`config.mk`:
```
export PLATFORM = sky130hd
export DESIGN_NAME = lru_key_value_cache_flat
export DESIGN_NICKNAME = d
export VERILOG_FILES = /design/src/rtl/lkv_pkg.sv /design/src/rtl/lkv_req_if.sv /design/src/rtl/lkv_rsp_if.sv /design/src/rtl/lru_key_value_cache.sv /design/src/flat_wrapper.sv
export SDC_FILE = /design/constraint.sdc
export NUM_CORES = 2
export LEC_CHECK = 0
export ABC_AREA = 1
export BUFFER_PORTS_ARGS = -buffer_cell sky130_fd_sc_hd__buf_2
export CAP_MARGIN = 20
export CORE_ASPECT_RATIO = 1.25
export CORE_MARGIN = 2
export CORE_UTILIZATION = 45
export CTS_CLUSTER_SIZE = 16
export DETAILED_ROUTE_END_ITERATION = 8
export GPL_TIMING_DRIVEN = 0
export PLACE_DENSITY = 0.65
export SYNTH_ARGS = -nofsm -noshare
export SYNTH_HDL_FRONTEND = slang
export SYNTH_SLANG_ARGS = --single-unit
```
`constraint.sdc`:
```
create_clock -name clk -period 8.3 [get_ports clk]
set_input_delay 2.075 -clock clk [delete_from_list [all_inputs] [get_ports clk]]
set_output_delay 2.075 -clock clk [all_outputs]
set_load 0.05 [all_outputs]
```
`src/rtl/lkv_pkg.sv`:
```
// lkv_pkg: shared types and constants for the lru key/value cache
// used by the channel interfaces and the top level; depends on nothing
package lkv_pkg;

  localparam int DEPTH_DEF         = 16;
  localparam int PAYLOAD_WIDTH_DEF = 32;
  localparam int KEY_W             = 32;
  localparam int VALUE_W           = 32;
  localparam int CAP_W             = 5;
  localparam logic [CAP_W-1:0] CAP_RESET = 5'd16;

  localparam logic CMD_GET = 1'b0;
  localparam logic CMD_PUT = 1'b1;

  typedef struct packed {
    logic                      command;
    logic signed [KEY_W-1:0]   lookup_key;
    logic        [VALUE_W-1:0] write_value;
  } req_t;

  typedef struct packed {
    logic               ok;
    logic [VALUE_W-1:0] read_value;
  } rsp_t;

endpackage

```
`src/rtl/lkv_req_if.sv`:
```
// lkv_req_if: request channel (valid/ready plus one request item)
// depends on lkv_pkg for the item type
interface lkv_req_if;
  import lkv_pkg::*;

  logic valid;
  logic ready;
  req_t data;

  modport source (output valid, output data, input ready);
  modport sink   (input valid, input data, output ready);
endinterface

```
`src/rtl/lkv_rsp_if.sv`:
```
// lkv_rsp_if: response channel (valid/ready plus one result item)
// depends on lkv_pkg for the item type
interface lkv_rsp_if;
  import lkv_pkg::*;

  logic valid;
  logic ready;
  rsp_t data;

  modport source (output valid, output data, input ready);
  modport sink   (input valid, input data, output ready);
endinterface

```
`src/rtl/lru_key_value_cache.sv`:
```
// lru_key_value_cache: fully associative key/value cache with lru replacement
// depends on lkv_pkg, lkv_req_if and lkv_rsp_if
//
// Usage:
//   req  - get (command 0) or put (command 1) items with key and value
//   rsp  - one item per request: ok flag and read value
//   cfg  - cfg_we/cfg_wdata write the capacity in use (clamped to 1..DEPTH)
// An accepted item is held in the input register; the lookup and the table
// update then run in one pass into the result register, which offers the
// response. Throughput is one item per cycle while the receiver takes
// responses; the single pass of parallel key compare and rank update over
// all DEPTH entries sets this.
// A stalled receiver holds the result register; the input register keeps its
// item until the result register frees, so req.ready drops only when both are
// full. The table is updated only when a hit or a put moves to the result register.
// Reset empties the cache at once (valid bits and ranks cleared, occupancy 0)
// and sets the capacity to 16; keys and payloads are not cleared.
module lru_key_value_cache #(
  parameter int DEPTH         = lkv_pkg::DEPTH_DEF,
  parameter int PAYLOAD_WIDTH = lkv_pkg::PAYLOAD_WIDTH_DEF
) (
  input  logic                      clk,
  input  logic                      rst,
  input  logic                      cfg_we,
  input  logic [lkv_pkg::CAP_W-1:0] cfg_wdata,
  lkv_req_if.sink                   req,
  lkv_rsp_if.source                 rsp
);
  import lkv_pkg::*;

  localparam int RANK_W = (DEPTH > 1) ? $clog2(DEPTH) : 1;
  localparam int OCC_W  = $clog2(DEPTH + 1);
  localparam int CMP_W  = ((OCC_W > CAP_W) ? OCC_W : CAP_W) + 1;

  // table
  logic [DEPTH-1:0]              entry_valid;
  logic [KEY_W-1:0]              entry_key     [DEPTH];
  logic [PAYLOAD_WIDTH-1:0]      entry_payload [DEPTH];
  logic [RANK_W-1:0]             recency_rank  [DEPTH];
  logic [OCC_W-1:0]              occupancy;
  logic [CAP_W-1:0]              capacity;

  // input stage
  logic                          s1_valid;
  logic                          s1_cmd;
  logic [KEY_W-1:0]              s1_key;
  logic [PAYLOAD_WIDTH-1:0]      s1_val;

  // result stage
  logic                          o_valid;
  rsp_t                          o_data;

  logic                          out_adv;
  logic                          s1_fire;
  logic                          req_fire;

  logic [DEPTH-1:0]              hit_vec;
  logic [DEPTH-1:0]              lru_vec;
  logic [DEPTH-1:0]              free_vec;
  logic [DEPTH-1:0]              free_1h;
  logic [DEPTH-1:0]              tgt_1h;
  logic [DEPTH-1:0]              evict_vec;
  logic                          hit;
  logic [RANK_W-1:0]             hit_rank;
  logic [PAYLOAD_WIDTH-1:0]      hit_payload;
  logic [OCC_W-1:0]              tgt_rank;
  logic [OCC_W-1:0]              occ_m1;
  logic [CMP_W-1:0]              cap_c;
  logic                          cap_full;
  logic                          over_cap;
  logic                          insert;
  logic                          evict;
  logic                          do_update;
  logic [RANK_W-1:0]             rank_promo [DEPTH];
  logic [DEPTH-1:0]              valid_next;
  logic [RANK_W-1:0]             rank_next  [DEPTH];
  logic [OCC_W-1:0]              occupancy_next;
  logic [PAYLOAD_WIDTH+VALUE_W-1:0] wr_ext;
  logic [PAYLOAD_WIDTH+VALUE_W-1:0] rd_ext;
  rsp_t                          rsp_next;

  assign out_adv   = !o_valid || rsp.ready;
  assign s1_fire   = s1_valid && out_adv;
  assign req.ready = !s1_valid || out_adv;
  assign req_fire  = req.valid && req.ready;
  assign rsp.valid = o_valid;
  assign rsp.data  = o_data;

  // payload masked to PAYLOAD_WIDTH, returned zero-extended
  assign wr_ext = {{PAYLOAD_WIDTH{1'b0}}, req.data.write_value};

  // clamp capacity to 1..DEPTH
  always_comb begin
    if (capacity == '0) begin
      cap_c = CMP_W'(1);
    end else if (CMP_W'(capacity) > CMP_W'(DEPTH)) begin
      cap_c = CMP_W'(DEPTH);
    end else begin
      cap_c = CMP_W'(capacity);
    end
  end

  assign occ_m1   = occupancy - OCC_W'(1);
  assign cap_full = CMP_W'(occupancy) >= cap_c;
  assign over_cap = CMP_W'(occupancy) > cap_c;
  assign free_vec = ~entry_valid;
  assign free_1h  = free_vec & (~free_vec + DEPTH'(1));

  always_comb begin
    hit_rank    = '0;
    hit_payload = '0;
    for (int i = 0; i < DEPTH; i++) begin
      hit_vec[i] = entry_valid[i] && (entry_key[i] == s1_key);
      lru_vec[i] = entry_valid[i] && (occupancy != '0) &&
                   (OCC_W'(recency_rank[i]) == occ_m1);
      if (hit_vec[i]) begin
        hit_rank    = hit_rank | recency_rank[i];
        hit_payload = hit_payload | entry_payload[i];
      end
    end
    hit = |hit_vec;
  end

  // pick the entry that becomes most recent; inserting is a promote from rank occupancy
  always_comb begin
    insert = 1'b0;
    if (hit) begin
      tgt_1h   = hit_vec;
      tgt_rank = OCC_W'(hit_rank);
    end else if (cap_full) begin
      tgt_1h   = lru_vec;
      tgt_rank = occ_m1;
    end else begin
      tgt_1h   = free_1h;
      tgt_rank = occupancy;
      insert   = s1_cmd;
    end
    evict     = s1_cmd && hit && over_cap;
    do_update = s1_fire && (hit || s1_cmd);
  end

  always_comb begin
    for (int i = 0; i < DEPTH; i++) begin
      if (tgt_1h[i]) begin
        rank_promo[i] = '0;
      end else if (entry_valid[i] && (OCC_W'(recency_rank[i]) < tgt_rank)) begin
        rank_promo[i] = recency_rank[i] + RANK_W'(1);
      end else begin
        rank_promo[i] = recency_rank[i];
      end
      // least recent after the promote
      evict_vec[i] = entry_valid[i] && (OCC_W'(rank_promo[i]) == occ_m1);
      valid_next[i] = (entry_valid[i] || (insert && tgt_1h[i])) &&
                      !(evict && evict_vec[i]);
      rank_next[i] = (evict && evict_vec[i]) ? '0 : rank_promo[i];
    end
    occupancy_next = occupancy + OCC_W'(insert) - OCC_W'(evict);
  end

  always_comb begin
    rd_ext              = {{VALUE_W{1'b0}}, hit_payload};
    rsp_next.ok         = (s1_cmd == CMD_PUT) || hit;
    rsp_next.read_value = ((s1_cmd == CMD_GET) && hit) ? rd_ext[VALUE_W-1:0] : '0;
  end

  // control state
  always_ff @(posedge clk) begin
    if (rst) begin
      s1_valid    <= 1'b0;
      o_valid     <= 1'b0;
      capacity    <= CAP_RESET;
      entry_valid <= '0;
      occupancy   <= '0;
      for (int i = 0; i < DEPTH; i++) begin
        recency_rank[i] <= '0;
      end
    end else begin
      if (req_fire) begin
        s1_valid <= 1'b1;
      end else if (s1_fire) begin
        s1_valid <= 1'b0;
      end
      if (out_adv) begin
        o_valid <= s1_valid;
      end
      if (cfg_we) begin
        capacity <= cfg_wdata;
      end
      if (do_update) begin
        entry_valid <= valid_next;
        occupancy   <= occupancy_next;
        for (int i = 0; i < DEPTH; i++) begin
          recency_rank[i] <= rank_next[i];
        end
      end
    end
  end

  // payload registers
  always_ff @(posedge clk) begin
    if (req_fire) begin
      s1_cmd <= req.data.command;
      s1_key <= req.data.lookup_key;
      s1_val <= wr_ext[PAYLOAD_WIDTH-1:0];
    end
    if (s1_fire) begin
      o_data <= rsp_next;
    end
    if (do_update && (s1_cmd == CMD_PUT)) begin
      for (int i = 0; i < DEPTH; i++) begin
        if (tgt_1h[i]) begin
          entry_key[i]     <= s1_key;
          entry_payload[i] <= s1_val;
        end
      end
    end
  end

`ifndef NO_ASSERTIONS
  a_occ_matches_valid: assert property (@(posedge clk) disable iff (rst)
    32'(occupancy) == $countones(entry_valid))
    else $error("occupancy differs from number of valid entries");

  a_occ_bounded: assert property (@(posedge clk) disable iff (rst)
    32'(occupancy) <= DEPTH)
    else $error("occupancy above depth");

  a_stall_only_when_full: assert property (@(posedge clk) disable iff (rst)
    (s1_valid && !s1_fire) |-> (o_valid && !rsp.ready))
    else $error("input stage held while result register free");

  a_put_ok: assert property (@(posedge clk) disable iff (rst)
    (s1_fire && (s1_cmd == CMD_PUT)) |=> (o_valid && o_data.ok))
    else $error("put result without ok");
`endif

endmodule

```
`src/flat_wrapper.sv`:
```
// flat-port wrapper written by rule: the top's interface ports become plain ports
module lru_key_value_cache_flat import lkv_pkg::*;
#(
  parameter int DEPTH         = lkv_pkg::DEPTH_DEF,
  parameter int PAYLOAD_WIDTH = lkv_pkg::PAYLOAD_WIDTH_DEF
)
  (clk, rst, cfg_we, cfg_wdata, req_valid, req_data, req_ready, rsp_valid, rsp_data, rsp_ready);
  lkv_req_if req_i ();
  lkv_rsp_if rsp_i ();
  input  logic clk;
  input  logic rst;
  input  logic cfg_we;
  input  logic [lkv_pkg::CAP_W-1:0] cfg_wdata;
  input wire logic [$bits(req_i.valid)-1:0] req_valid;
  input wire logic [$bits(req_i.data)-1:0] req_data;
  output wire logic [$bits(req_i.ready)-1:0] req_ready;
  output wire logic [$bits(rsp_i.valid)-1:0] rsp_valid;
  output wire logic [$bits(rsp_i.data)-1:0] rsp_data;
  input wire logic [$bits(rsp_i.ready)-1:0] rsp_ready;
  assign req_i.valid = req_valid;
  assign req_i.data = req_data;
  assign req_ready = req_i.ready;
  assign rsp_valid = rsp_i.valid;
  assign rsp_data = rsp_i.data;
  assign rsp_i.ready = rsp_ready;
  lru_key_value_cache #(.DEPTH(DEPTH), .PAYLOAD_WIDTH(PAYLOAD_WIDTH)) u_core (.clk(clk), .rst(rst), .cfg_we(cfg_we), .cfg_wdata(cfg_wdata), .req(req_i), .rsp(rsp_i));
endmodule
```
==> key figures <==
STA
  – Fmax: 129 MHz
  – Count of final setup violators: 0
  – Hold Vio Cnt, Final: 0
  – Rel. slew slack: between 10% and 20%
  – Slew @ Worst Pin: 1250 ps
  – Count of pins over their slew limit: 0
  – Clock Skew: 54.4 ps
  – Crit path time final: 7780 ps
  – RSZ-0062 raised after global routing: false
  – Period utilisation layout: 93.7%
  – Setup_tns: 0 ps
  – Hold_ws: 508 ps

Worst setup path
  – Critical path required time: a little under 9000 ps
  – FF-to-FF Start: u_core.occupancy[0]
  – Crit path max fanout: 12
  – Slowest CP cell: clkbuf_1
  – Crit end category: flop
  – CP peak stage delay: 830 ps
  – R2r worst-path depth: 24
  – CP bufs+invs: 8
  – Crit start category: flop
  – Worst path top cell family by delay: buffers and inverters
  – CP Data Arrival Time: 8240 ps
  – Most numerous cell on the critical path: nand2_1
  – Setup CP Type: flop to flop
  – Critical-path cell list: inv_2 > clkbuf_1 > buf_1 > ha_1 > nand2_1 > nand2_1 > buf_2 > clkbuf_1 > buf_1 > o21ai_0 > o21ai_2 > buf_8 > ha_1 > a21o_1 > a21oi_4 > nand4_1 > nand2_1 > nand2_1 > nand2_1 > nand2_1 > nor2_1 > inv_2 > nor2_4 > nor3_2
  – R2r setup slk: 520 ps
  – RR Endpoint: u_core.recency_rank[0][26]

Layout
  – Ratio of cells with drive above 1 in the final layout: around an eighth
  – Final core utilization: around 52%
  – Nets@finish: about 5,200
  – Area delta synth->final: 13.8%
  – Final instance area: 62,500 µm²

CTS
  – Clock sinks: 1,214
  – Post CTS Setup Buffer Count: 0
  – Worst skew pair latency: about 770 ps
  – Clock transition at path regs: approximately 70 ps
  – CTS resizes: 0
  – H-tree levels: 3
  – Root Buffer: clkbuf_16
  – Bufs on Longest Clock Path: 3
  – # hold bufs at CTS: 0
  – CTS tree: built
  – TritonCTS Buffers: 116

Min path
  – Worst Hold End: u_core.rsp.valid
  – Hold path start: u_core.rsp.valid
  – Hold Path Class: flop to flop
  – Worst hold stages: 2

Global routing
  – Initial antenna violation count: 6
  – Global-route wire length before repair: between 200 and 300 mm
  – Vias in the first global route: 37,800
  – Tot GR Track Use: 28.9%
  – Largest net degree at the start of global routing: between 60 and 70
  – Total gr overflow: 0

Pwr
  – Pwr/cell area: ~210 nW/µm²
  – Maximum vdd ir drop: between 150 and 200 µV
  – P_leak: 22.4 nW
  – Power, Total: 0.0130 W
  – Sw power: 0.00309 W
  – Comb power frac: a little over 6%
  – Sw frac: 23.8%
  – Internal power: 0.00986 W
  – Flop pwr share: 53.6%
  – Part of the power in the clock network: 40.2%

Route
  – Routed WL per cell: between 20 and 30 µm
  – 1st-pass router iterations: 7
  – Antenna Violating Nets Remaining: 0
  – DRC Markers: 0
  – Vias: 40,000
  – Total wire length: 183 mm
  – Vias per cell: 5.93
  – Initial DRC count: 5,399

Floorplanning
  – Core region area: 121,000 µm²
  – Initial Utilization: 45.3%
  – Die height: 395 µm
  – Horiz. Die Dim: roughly 320 µm
  – # IOs: 110
  – DIE AREA: about 120,000 µm²
  – FP Rows: 143

Placement
  – I/O Buffers: 109
  – RePlAce Congestion: 1.06
  – Hpwl dp: 123 mm
  – DP Area: roughly 60,000 µm²

Logic synthesis
  – Post-Syn Instances: about 4,800
  – Yosys Warn Count: 0
  – Number of synthesized flops with an enable pin: 1,186
  – #FFs+latches synth: roughly 1,200
  – Mean Syn Cell Area: 11.6 µm²
  – Yosys top cell area share: 64.9%
  – Yosys top cell by area: edfxtp_1
  – Top cells by count, synth: 1,186 x edfxtp_1, 1,105 x nand2_1, 424 x nor2_1
  – Post-Syn Area: 54,900 µm²
  – Syn nets: 4,908
  – Sequential element share of the synthesized area: 65.9%
  – Most used flip-flop cell after synthesis: edfxtp_1
  – Largest cells by area after synthesis: edfxtp_1 65%, nand2_1 7.6%, a22o_1 3.1%
  – Synth cell types: 58
  – Count leader, synth: edfxtp_1
  – Asr flop ratio synth: 0%

Run
  – Max Cap Viol: 0

Outcome
  – Outcome: finished, final reports clean
worst reg2reg max path: stages, from the launching register on:
cell and delay, ps:
dfxtp_1 380, inv_2 260, clkbuf_1 440, buf_1 590
ha_1 300, nand2_1 60, nand2_1 500, buf_2 480
clkbuf_1 830, buf_1 730, o21ai_0 280, o21ai_2 730
buf_8 250, ha_1 270, a21o_1 220, a21oi_4 230
nand4_1 130, nand2_1 110, nand2_1 100, nand2_1 80
nand2_1 60, nor2_1 160, inv_2 60, nor2_4 160
nor3_2 60
power groups by stage:
stage	logic, W	clock network [W]	registers (W)
6_report	0.000803	0.00521	0.00694
5_1_grt	0.000873	0.00547	0.00695
4_1_cts	0.000794	0.00525	0.00694
3_5_place_dp	0.000791	0	0.00707
3_3_place_gp	0.000749	0	0.00707
2_1_floorplan	0.000480	0	0.00703
logic make-up (layout without fill, tap and decap cells):
family	after synthesis	count (layout)	synth area share, %
AND/OR/NAND/NOR	1996	1996	15.8
XOR/XNOR	184	184	2.93
adder cells (fa/ha/maj)	79	79	1.81
other	0	4	0
flip-flops	1214	1214	65.9
buffers and inverters	555	938	4.38
AO/OA/AOI/OAI	726	726	9.15
state kept, by name, indices dropped and copies added, names as in the netlist:
register / flops
u_core.recency_rank: 64
u_core.entry_valid: 16
u_core.rsp.data: 33
u_core.entry_payload: 512
u_core.entry_key: 512
u_core.occupancy: 5
u_core.rsp.valid: 1
u_core.s1_valid: 1
u_core.s1_val: 32
u_core.s1_key: 32
u_core.s1_cmd: 1
u_core.capacity: 5
worst max-delay path by stage:
stage	start	endpoint	depth (start not counted)
final	u_core.occupancy[0]	u_core.recency_rank[0][26]	24
after global routing	u_core.occupancy[0]	u_core.recency_rank[0][54]	24
after CTS	u_core.occupancy[0]	u_core.recency_rank[0][26]	24
after detailed placement	u_core.occupancy[0]	u_core.recency_rank[0][26]	24
after global placement	rsp_ready	u_core.entry_key[1][35]	8
after floorplan	rsp_ready	u_core.entry_key[0][224]	7
metal layers:
metal / track usage (%) / up-vias / share of wire (%)
li1: - / 17500 / -
met1: 37.9 / 19400 / 38
met2: 45.8 / 2491 / 46
met3: 5.13 / 546 / 10
met4: 15.5 / 4 / 5.9
met5: 0 / - / 0.011
area by class of cell:
cell class	instances	area, µm²
flip-flops and latches	1214	36200
well taps	1595	2000
diodes	4	10.0
clock inverters	70	607
multi-input cells	2985	16500
plain buffers	165	941
inverters	390	1470
clock buffers	143	3050
fillers	10500	58800
repair buffers	170	1780
cell usage in the layout (no fill, tap or decap), types with 14 or more instances in the layout:
cell type and count:
edfxtp_1 1186, nand2_1 1105, nor2_1 408, inv_1 343, nand3_1 199, a22o_1 192
o21ai_0 163, buf_2 149, clkbuf_16 118, xnor2_1 114, o21ai_1 110, clkbuf_1 92
nand4_1 81, ha_1 78, xor2_1 70, a221oi_1 65, a21oi_1 44, nor2_4 44
nor4_1 42, inv_2 40, buf_12 40, o22ai_1 38, nor3_1 35, a31oi_1 32
buf_4 28, dfxtp_1 28, clkinv_1 26, clkinv_2 23, buf_6 20, nand3_2 17
o21ai_2 17, nor2_2 14, o211ai_1 14
metrics by stage:
stage / std cells / setup slack (ps)
final: 6736 / 523
after global routing: 6732 / 342
after CTS: 6731 / 749
after detailed placement: 6518 / 829
after global placement: 6458 / -3340
after floorplan: 4754 / 1580
Power figures use the tool's default switching activity.
